==> config.mk <==
export PLATFORM = sky130hd
export DESIGN_NAME = lru_slot_cache_policy
export DESIGN_NICKNAME = d
export VERILOG_FILES = /design/src/rtl/lrusc_pkg.sv /design/src/rtl/lrusc_cmp.sv /design/src/rtl/lru_slot_cache_policy.sv
export SDC_FILE = /design/constraint.sdc
export NUM_CORES = 1
export LEC_CHECK = 0
export BUFFER_PORTS_ARGS = -buffer_cell sky130_fd_sc_hd__clkbuf_2
export CELL_PAD_IN_SITES_DETAIL_PLACEMENT = 1
export CELL_PAD_IN_SITES_GLOBAL_PLACEMENT = 2
export CORE_MARGIN = 2
export CORE_UTILIZATION = 35
export DETAILED_ROUTE_END_ITERATION = 7
export PLACE_DENSITY_LB_ADDON = 0.1
export SLEW_MARGIN = 30
export SYNTH_ARGS = -nofsm -noshare
export SYNTH_HDL_FRONTEND = slang
export SYNTH_SLANG_ARGS = --single-unit
==> constraint.sdc <==
create_clock -name clk -period 4.46 [get_ports clk]
set_input_delay 0.892 -clock clk [delete_from_list [all_inputs] [get_ports clk]]
set_output_delay 0.892 -clock clk [all_outputs]
set_load 0.02 [all_outputs]
==> src/rtl/lrusc_pkg.sv <==
package lrusc_pkg;

	// Table geometry.
	localparam int SLOTS    = 8;
	localparam int KEY_BITS = 16;
	localparam int IDX_W    = $clog2(SLOTS);
	localparam int CNT_W    = $clog2(SLOTS + 1);

	// Widths of the result fields on the ports.
	localparam int SLOT_W   = 3;
	localparam int STATUS_W = 2;
	localparam int OCC_W    = 4;

	typedef logic [KEY_BITS-1:0] key_t;
	typedef logic [IDX_W-1:0]    rank_t;
	typedef logic [IDX_W-1:0]    idx_t;
	typedef logic [CNT_W-1:0]    cnt_t;

	// Access outcome codes.
	localparam logic [STATUS_W-1:0] ST_HIT   = 2'd0;
	localparam logic [STATUS_W-1:0] ST_FILL  = 2'd1;
	localparam logic [STATUS_W-1:0] ST_EVICT = 2'd2;
	localparam logic [STATUS_W-1:0] ST_UNAV  = 2'd3;

	// Outcome of one compare step over one slot.
	typedef struct packed {
		logic match;
		logic older;
	} cmp_res_t;

endpackage

==> src/rtl/lrusc_cmp.sv <==
module lrusc_cmp import lrusc_pkg::*; (
	input  key_t     req_key,
	input  key_t     slot_key,
	input  rank_t    slot_rank,
	input  rank_t    best_rank,
	input  logic     first,
	output cmp_res_t res
);

	// Key match for the lookup, and the running oldest-slot test for eviction.
	// The first slot always seeds the oldest candidate.
	always_comb begin
		res.match = (req_key == slot_key);
		res.older = first || (slot_rank > best_rank);
	end

endmodule

==> src/rtl/lru_slot_cache_policy.sv <==
// Each access is accepted, scans N slots, then updates the table and posts its result, where N
// is the number of slots scanned (1 to 8; a hit stops the scan early, an empty table skips it).
// The block takes one item at a time: a new item is not accepted until the last one is done.
// The scan steps the shared key/rank compare unit over the slots, one slot per cycle.
// Reset clears the occupied count and the control state; slot keys and ranks stay
// undefined until written.
module lru_slot_cache_policy import lrusc_pkg::*; (
	input  logic                clk,
	input  logic                arst_n,
	input  logic                in_valid,
	output logic                in_stall,
	input  logic [15:0]         table_key,
	input  logic                source_present,
	output logic                out_valid,
	input  logic                out_stall,
	output logic [SLOT_W-1:0]   slot,
	output logic [STATUS_W-1:0] status,
	output logic [15:0]         evicted_key,
	output logic [OCC_W-1:0]    occupied_count
);

	localparam logic [1:0] S_IDLE   = 2'd0;
	localparam logic [1:0] S_SCAN   = 2'd1;
	localparam logic [1:0] S_UPDATE = 2'd2;

	logic [1:0] state_q;
	cnt_t       idx_q;
	cnt_t       used_q;
	key_t       req_key_q;
	logic       present_q;
	logic       hit_q;
	idx_t       hit_idx_q;
	rank_t      hit_rank_q;
	idx_t       best_idx_q;
	rank_t      best_rank_q;
	key_t       best_key_q;

	key_t  keys_q  [SLOTS];
	rank_t ranks_q [SLOTS];

	logic                out_valid_q;
	logic [SLOT_W-1:0]   slot_q;
	logic [STATUS_W-1:0] status_q;
	logic [15:0]         evicted_q;
	logic [OCC_W-1:0]    occ_q;

	cmp_res_t cmp;
	idx_t     scan_idx;

	logic                upd_go;
	logic                upd_write;
	logic                upd_age;
	idx_t                upd_slot;
	cnt_t                upd_limit;
	cnt_t                upd_used;
	logic [STATUS_W-1:0] upd_status;
	key_t                upd_evicted;

	assign scan_idx = idx_q[IDX_W-1:0];
	assign in_stall = (state_q != S_IDLE);
	assign upd_go   = (state_q == S_UPDATE) && (!out_valid_q || !out_stall);

	// Shared compare unit, stepped over the slots by the scan counter.
	lrusc_cmp u_cmp (
		.req_key   (req_key_q),
		.slot_key  (keys_q[scan_idx]),
		.slot_rank (ranks_q[scan_idx]),
		.best_rank (best_rank_q),
		.first     (idx_q == '0),
		.res       (cmp)
	);

	// Decide the outcome of the access once the scan is done.
	always_comb begin
		upd_write   = 1'b0;
		upd_age     = 1'b0;
		upd_slot    = '0;
		upd_limit   = '0;
		upd_used    = used_q;
		upd_status  = ST_UNAV;
		upd_evicted = '0;
		if (hit_q) begin
			upd_age    = 1'b1;
			upd_slot   = hit_idx_q;
			upd_limit  = cnt_t'(hit_rank_q);
			upd_status = ST_HIT;
		end else if (!present_q) begin
			upd_status = ST_UNAV;
		end else if (used_q < cnt_t'(SLOTS)) begin
			upd_write  = 1'b1;
			upd_age    = 1'b1;
			upd_slot   = used_q[IDX_W-1:0];
			upd_limit  = cnt_t'(SLOTS);
			upd_used   = used_q + cnt_t'(1);
			upd_status = ST_FILL;
		end else begin
			upd_write   = 1'b1;
			upd_age     = 1'b1;
			upd_slot    = best_idx_q;
			upd_limit   = cnt_t'(best_rank_q);
			upd_status  = ST_EVICT;
			upd_evicted = best_key_q;
		end
	end

	// Sequencer: accept, scan one slot per cycle, then update and post the result.
	always_ff @(posedge clk or negedge arst_n) begin
		if (!arst_n) begin
			state_q     <= S_IDLE;
			used_q      <= '0;
			out_valid_q <= 1'b0;
		end else begin
			// A new result raises valid; a taken result with nothing behind it drops it.
			if (upd_go) begin
				out_valid_q <= 1'b1;
			end else if (!out_stall) begin
				out_valid_q <= 1'b0;
			end
			case (state_q)
				S_IDLE: begin
					if (in_valid) begin
						state_q <= (used_q == '0) ? S_UPDATE : S_SCAN;
					end
				end
				S_SCAN: begin
					if (cmp.match || (idx_q + cnt_t'(1) == used_q)) begin
						state_q <= S_UPDATE;
					end
				end
				S_UPDATE: begin
					if (upd_go) begin
						used_q  <= upd_used;
						state_q <= S_IDLE;
					end
				end
				default: begin
					state_q <= S_IDLE;
				end
			endcase
		end
	end

	// Request and scan bookkeeping.
	always_ff @(posedge clk) begin
		if (state_q == S_IDLE && in_valid) begin
			req_key_q <= table_key[KEY_BITS-1:0];
			present_q <= source_present;
			idx_q     <= '0;
			hit_q     <= 1'b0;
		end else if (state_q == S_SCAN) begin
			if (cmp.match) begin
				hit_q      <= 1'b1;
				hit_idx_q  <= scan_idx;
				hit_rank_q <= ranks_q[scan_idx];
			end else begin
				if (cmp.older) begin
					best_idx_q  <= scan_idx;
					best_rank_q <= ranks_q[scan_idx];
					best_key_q  <= keys_q[scan_idx];
				end
				idx_q <= idx_q + cnt_t'(1);
			end
		end
	end

	// Slot store: at most one key write per access, ranks aged in place.
	always_ff @(posedge clk) begin
		if (upd_go && upd_write) begin
			keys_q[upd_slot] <= req_key_q;
		end
		if (upd_go && upd_age) begin
			for (int i = 0; i < SLOTS; i++) begin
				if (idx_t'(i) == upd_slot) begin
					ranks_q[i] <= '0;
				end else if ((cnt_t'(i) < upd_used) &&
						(cnt_t'(ranks_q[i]) < upd_limit)) begin
					ranks_q[i] <= ranks_q[i] + rank_t'(1);
				end
			end
		end
	end

	// Output register.
	always_ff @(posedge clk) begin
		if (upd_go) begin
			slot_q    <= SLOT_W'(upd_slot);
			status_q  <= upd_status;
			evicted_q <= 16'(upd_evicted);
			occ_q     <= OCC_W'(upd_used);
		end
	end

	assign out_valid      = out_valid_q;
	assign slot           = slot_q;
	assign status         = status_q;
	assign evicted_key    = evicted_q;
	assign occupied_count = occ_q;

	// The occupied count never shrinks and never passes the table size.
	a_used_mono: assert property (@(posedge clk) disable iff (!arst_n)
		1'b1 |=> (used_q >= $past(used_q)) && (used_q <= cnt_t'(SLOTS)))
		else $error("occupied count shrank or overflowed");

	// Only an eviction reports a removed key.
	a_evict_key: assert property (@(posedge clk) disable iff (!arst_n)
		(out_valid && status != ST_EVICT) |-> (evicted_key == '0))
		else $error("removed key reported without eviction");

	// An unavailable source reports slot zero and leaves the count alone.
	a_unav: assert property (@(posedge clk) disable iff (!arst_n)
		(upd_go && upd_status == ST_UNAV) |=> (slot == '0) && $stable(used_q))
		else $error("unavailable access changed state");

	// A fill lands only when the table still has room and raises the count by one.
	a_fill: assert property (@(posedge clk) disable iff (!arst_n)
		(upd_go && upd_status == ST_FILL) |=> (used_q == $past(used_q) + cnt_t'(1)))
		else $error("fill did not advance occupied count");

endmodule
## Word-level counts from Yosys, hierarchy flattened

Memory sizes are Yosys's and may differ from the RTL's. A register that Yosys moved wholly into a read port is not among the register bits.
Index checks and enable logic that the tools add are counted.

- Latch bits: 0
- Logic and storage cells: 192
- Register bits: 82
- Output and inout port bits: 27
- Bits in writable memories: 152
- Memories kept: 2
- ROM bits: 0
- Bits of input ports: 21

Memories:

| memory | words | width | read ports | clocked after memory_dff | write ports | RTL line | RTL |
|---|---|---|---|---|---|---|---|
| keys_q | 8 | 16 | 1 | 1 | 1 | lru_slot_cache_policy.sv:38 | `key_t keys_q [SLOTS];` |
| ranks_q | 8 | 3 | 9 | 1 | 8 | lru_slot_cache_policy.sv:39 | `rank_t ranks_q [SLOTS];` |

- Bitwise operators: 11
- Multipliers: 0
- Eq/ne operators: 15
- Div/mod/pow operators: 0
- Magnitude comparators: 18
- Multiplexer cells: 91
- Shifts and indexed selects: 0
- Reduce and logical (&&, ||, !) cells: 29
- $add $sub $neg: 10

Operators by type and width:

| cell | count |
|---|---|
| $mux 1 | 63 |
| $mux 3 | 15 |
| $lt 3x4->1 | 8 |
| $add 3x1->3 const B | 8 |
| $mux 4 | 6 |
| $eq 16x16->1 | 1 |
| $lt 3x4->1 const A | 4 |
| $eq 3x3->1 const A | 4 |
| $logic_and 1x1->1 | 12 |
| $mux 2 | 6 |
| $add 4x1->4 const B | 2 |
| $logic_not 4->1 | 2 |
| $lt 1x4->1 const A | 2 |
| $lt 2x4->1 const A | 2 |
| $or 1x1->1 | 8 |
| $eq 2x3->1 const A | 2 |
| $ne 2x2->1 const B | 3 |
| $pmux 2 s3 | 1 |
| $reduce_and 2->1 | 3 |
| $reduce_and 3->1 | 2 |
| $eq 4x4->1 | 1 |
| $lt 4x4->1 const B | 1 |
| $reduce_and 4->1 | 1 |
| $eq 1x3->1 const A | 1 |
| 11 further kinds | 16 |

## Logic depth before layout (Yosys ltp)

- Word-level depth: 11
- Depth in mapped cells: 12
- Depth with buffers taken out: 9

## Cells and area by module

Synthesis repeated with hierarchy kept, for this count alone.

- Cell total of the unflattened synthesis: 618
- Area, all modules: 10213.5 µm²

By module, submodules not included:

| module | instances | area each (µm²) | sequential area each (µm²) | cells an instance |
|---|---|---|---|---|
| lru_slot_cache_policy | 1 | 9958.3 | 7001.7 | 586 |
| lrusc_cmp | 1 | 255.2 | 0.0 | 32 |

## Worst setup path after synthesis

Ideal clock, no wire load.

- Path type: input to register
- Start point: input port out_stall
- End point: memory keys_q[0][0] (netlist bit), enable pin
- Stages on the path: 3
- Library setup time: 0.388 ns
- Setup slack: 0.367 ns
- Arrival time: 3.705 ns
- Data required time: 4.072 ns
- Path through: a21oi_1 > nand2_1 > nor2_1

- Cells in the longest elaborated chain, start to end: 6

Ends and longest elaborated chain:

| element | RTL line | RTL |
|---|---|---|
| start: declaration | lru_slot_cache_policy.sv:15 | `input logic out_stall,` |
| $logic_not 1->1 | n/a |  |
| $logic_or 1x1->1 | lru_slot_cache_policy.sv:61 | `assign upd_go = (state_q == S_UPDATE) && (!out_valid_q \|\| !out_stall);` |
| $logic_and 1x1->1 | lru_slot_cache_policy.sv:61 |  |
| $logic_and 1x1->1 | lru_slot_cache_policy.sv:168 | `if (upd_go && upd_write) begin` |
| $mux 1 | lru_slot_cache_policy.sv:168 |  |
| $mux 1 (not written as such) | lru_slot_cache_policy.sv:169 | `keys_q[upd_slot] <= req_key_q;` |
| end: declaration | lru_slot_cache_policy.sv:38 |  |

Every way passes these cells.

==> metrics <==
run status=complete, no violations; Startpoint Class=flop; worst vdd rail ir drop=approximately 0.00033 V; TritonCTS clock tree=yes; Placed Instances=between 1k and 1.5k; Synthesis Warnings=0; layout-stage area growth over the synthesis result=16.36%; Post-CTS Repair Setup Buffers=0; worst clock skew on the final layout=roughly 0.012 ns; slew at the pin with the worst max-slew slack=0.8855 ns; power density cells=around 570 mW/mm2; routed vias/inst=approximately 5.0; Post-CTS Hold Buffers=0; final setup TNS=0 ns; max capacitance violation total=0; ports placed on the boundary=48; critical path arrival=around 3.5 ns; worst rel slew slack=roughly two fifths; critical-path cell list=buf_12 > mux4_2 > xnor2_1 > nor4_2 > nand4b_4 > nor3_2; achievable frequency=between 300 and 400 MHz; number of gates resized after CTS=0; leak pwr=4.122 nW; Die Outline Area=0.03060 mm2; number of CTS-inserted buffers=27; cells on worst reg2reg path=6; Clock Pin Slew Worst Setup and Hold Paths=approximately 0.060 ns; via count of the first global-routing pass=approximately 6.0k; fraction of synthesis flops using an asynchronous set or reset pin=2.954%; mean routed wirelength per cell=between 20 and 25 um; Required @ worst endpoint=roughly 4.6 ns; kind of critical path=flop to flop; Layout Nets=about 770; H-tree depth=1; max incr delay on CP=0.67 ns; clock insertion delay at the later pin of the skew report=roughly 0.54 ns; total detailed-routing wirelength=25.02 mm; antenna diode count=0; number of enable-type register cells in the synthesized netlist=about 220; register area share after synthesis=68.46%; total global routing overflow=0; max-slew violation total from the final report=0; initial antenna violation count=0; length of the first detailed-routing pass in iterations=8; synthesized flop and latch total=between 200 and 250; largest net degree at the start of global routing=28; Die Span Y=roughly 170 um; Core Region=0.02870 mm2; worst hold path class=input port to async pin; overall via count from detail_route=around 5.6k; post-synthesis instance area=about 0.01 mm2; layout cells sized above 1=a little over a fifth; CTS root buffer=clkbuf_16; slowest cell on the critical path=dfxtp_2; HPWL Detailed=about 17 mm; DRT antenna net count=0; setup repair after global routing missed its margin=false; floorplan row count=62; distinct cell type count after synthesis=52; highest fanout seen on the critical path=25; gr usage total=16.65%; starting utilization of the core area=~36%; main flop type after synthesis=edfxtp_1; quantity of I/O buffers inserted on ports=47; filler-free cell count of the finished design=1120; DRC errors left=0; wire length of the first global-routing pass=roughly 38 mm; number of nets produced by synthesis=690; CTS sink count=237; Clock Path Buffers=3; Final Critical Period=3.305 ns; RD Place Congestion=between 0.7 and 0.8; mean cell area of the mapped netlist=16.03 um2; hold violation count in the final report=0; kind of end point of the critical path=flop; width of the die=between 150 and 200 um; Mapped Cells=between 600 and 700; Setup Viol. Count Final=0; DRT iter0 DRCs=just under 300; fin crit share=74.09%
-- synthesized netlist by cell type (2+ instances only) --
cell	n	area share, %
a21oi_1	19	0.93
a221oi_2	2	0.29
a31oi_1	2	0.12
and3_1	16	0.98
and4b_1	2	0.20
buf_2	2	0.098
buf_4	3	0.22
buf_6	7	0.77
clkbuf_1	8	0.29
dfrtp_1	7	1.7
dfxtp_1	8	1.6
edfxtp_1	222	65
ha_1	31	3.8
inv_1	34	1.2
mux2_2	2	0.22
mux2i_1	54	5.3
mux4_2	25	5.5
nand2_1	24	0.88
nand2b_1	12	0.73
nand3_1	5	0.24
nand3b_1	2	0.15
nand4_1	2	0.12
nor2_1	50	1.8
nor2b_1	4	0.24
nor3b_1	2	0.15
nor4_2	2	0.24
o2111ai_1	3	0.26
o211ai_1	4	0.29
o21a_1	3	0.22
o21ai_0	21	1.0
o21ai_1	5	0.24
o22ai_1	2	0.12
o311ai_1	2	0.17
xnor2_1	30	2.6
xor2_1	4	0.34
-- cells in the final DEF, fill, tap and decap left out, types with 16 or more instances in the layout --
cell	n
clkbuf_2	47
mux2i_1	54
nor2_1	49
nand2_1	24
mux4_2	25
clkbuf_16	27
xnor2_1	30
and3_1	16
ha_1	31
o21ai_0	20
buf_4	21
a21oi_1	18
inv_1	34
edfxtp_1	222
-- power breakdown --
group	internal (W)	switching, W	total, W	leakage [nW]
sequential	0.00274	0.000188	0.00292	2.14
clock	0.00132	0.000914	0.00224	0.437
combinational	0.000690	0.000910	0.00160	1.55
total	0.00475	0.00201	0.00676	4.12
-- routing by layer --
metal	up-vias	wire length [um]	track usage, %
met1	2872	12770	25.36
met4	0	549	3.819
met3	34	837	2.393
met2	99	10860	25.18
met5	-	0	0
li1	2580	-	-
-- sequential cells by signal, summed over array words and instances, names as in the netlist, named ones only --
name and flops:
evicted_key 16, idx_q 4, best_rank_q 3, best_idx_q 3, best_key_q 16, state_q 2, hit_rank_q 3, used_q 4
present_q 1, slot 3, ranks_q 24, occupied_count 4, hit_q 1, keys_q 128, status 2, req_key_q 16
hit_idx_q 3, out_valid 1
-- kinds of logic (layout without fill, tap and decap cells) --
kind of cell | count (synthesis) | in the layout | synth area share, %
AOI/OAI and AO/OA | 70 | 70 | 4.368
xor gates and xnor gates | 34 | 34 | 2.912
adders and majority gates | 31 | 31 | 3.792
buffers and inverters | 56 | 154 | 2.740
DFF | 237 | 237 | 68.46
muxes | 82 | 82 | 11.23
and+or+nand+nor | 128 | 128 | 6.496
-- final timing paths --
kind / end / slack [ns]
worst max-delay path: hit_rank_q[0] / 1.16
worst min-delay path: used_q[2] / 0.20
worst min register to register: evicted_key[7] / 0.57
worst max register to register: hit_rank_q[0] / 1.16
min in group clk: req_key_q[12] / 0.53
max in group asynchronous: used_q[1] / 4.08
-- through the flow --
| step | power [W] | hold WS, ns | area [um2] | setup slack (ns) | utilization [%] |
|---|---|---|---|---|---|
| floorplan | 0.004121 | 0.5050 | 10230 | 0.3665 | - |
| global placement | 0.004576 | 0.5407 | 10980 | 1.207 | 38.26 |
| global route | 0.007076 | 0.1937 | 11900 | 0.9384 | 41.46 |
| detailed placement | 0.004600 | 0.5494 | 10990 | 1.094 | 38.28 |
| CTS | 0.006869 | 0.1810 | 11900 | 1.092 | 41.46 |
| finish | 0.006761 | 0.1999 | 11900 | 1.155 | 41.46 |
-- layout make-up --
type,count,area [um2]
repair buffers,69,412.9
inverters,35,131.4
flip-flops and latches,237,7004
well taps,384,480.5
multi-input cells,345,2959
clock buffers,30,706.9
fillers,2893,16800
clock inverters,20,205.2
-- worst max-delay path, delay by kind of cell (launching register included) --
family	cells	cell delay, ns
buffers and inverters	1	0.28
AND/OR/NAND/NOR	3	1.24
multiplexers	1	0.55
flip-flops	1	0.67
XOR/XNOR	1	0.17
Note: power is estimated with default switching activity, not from simulation.
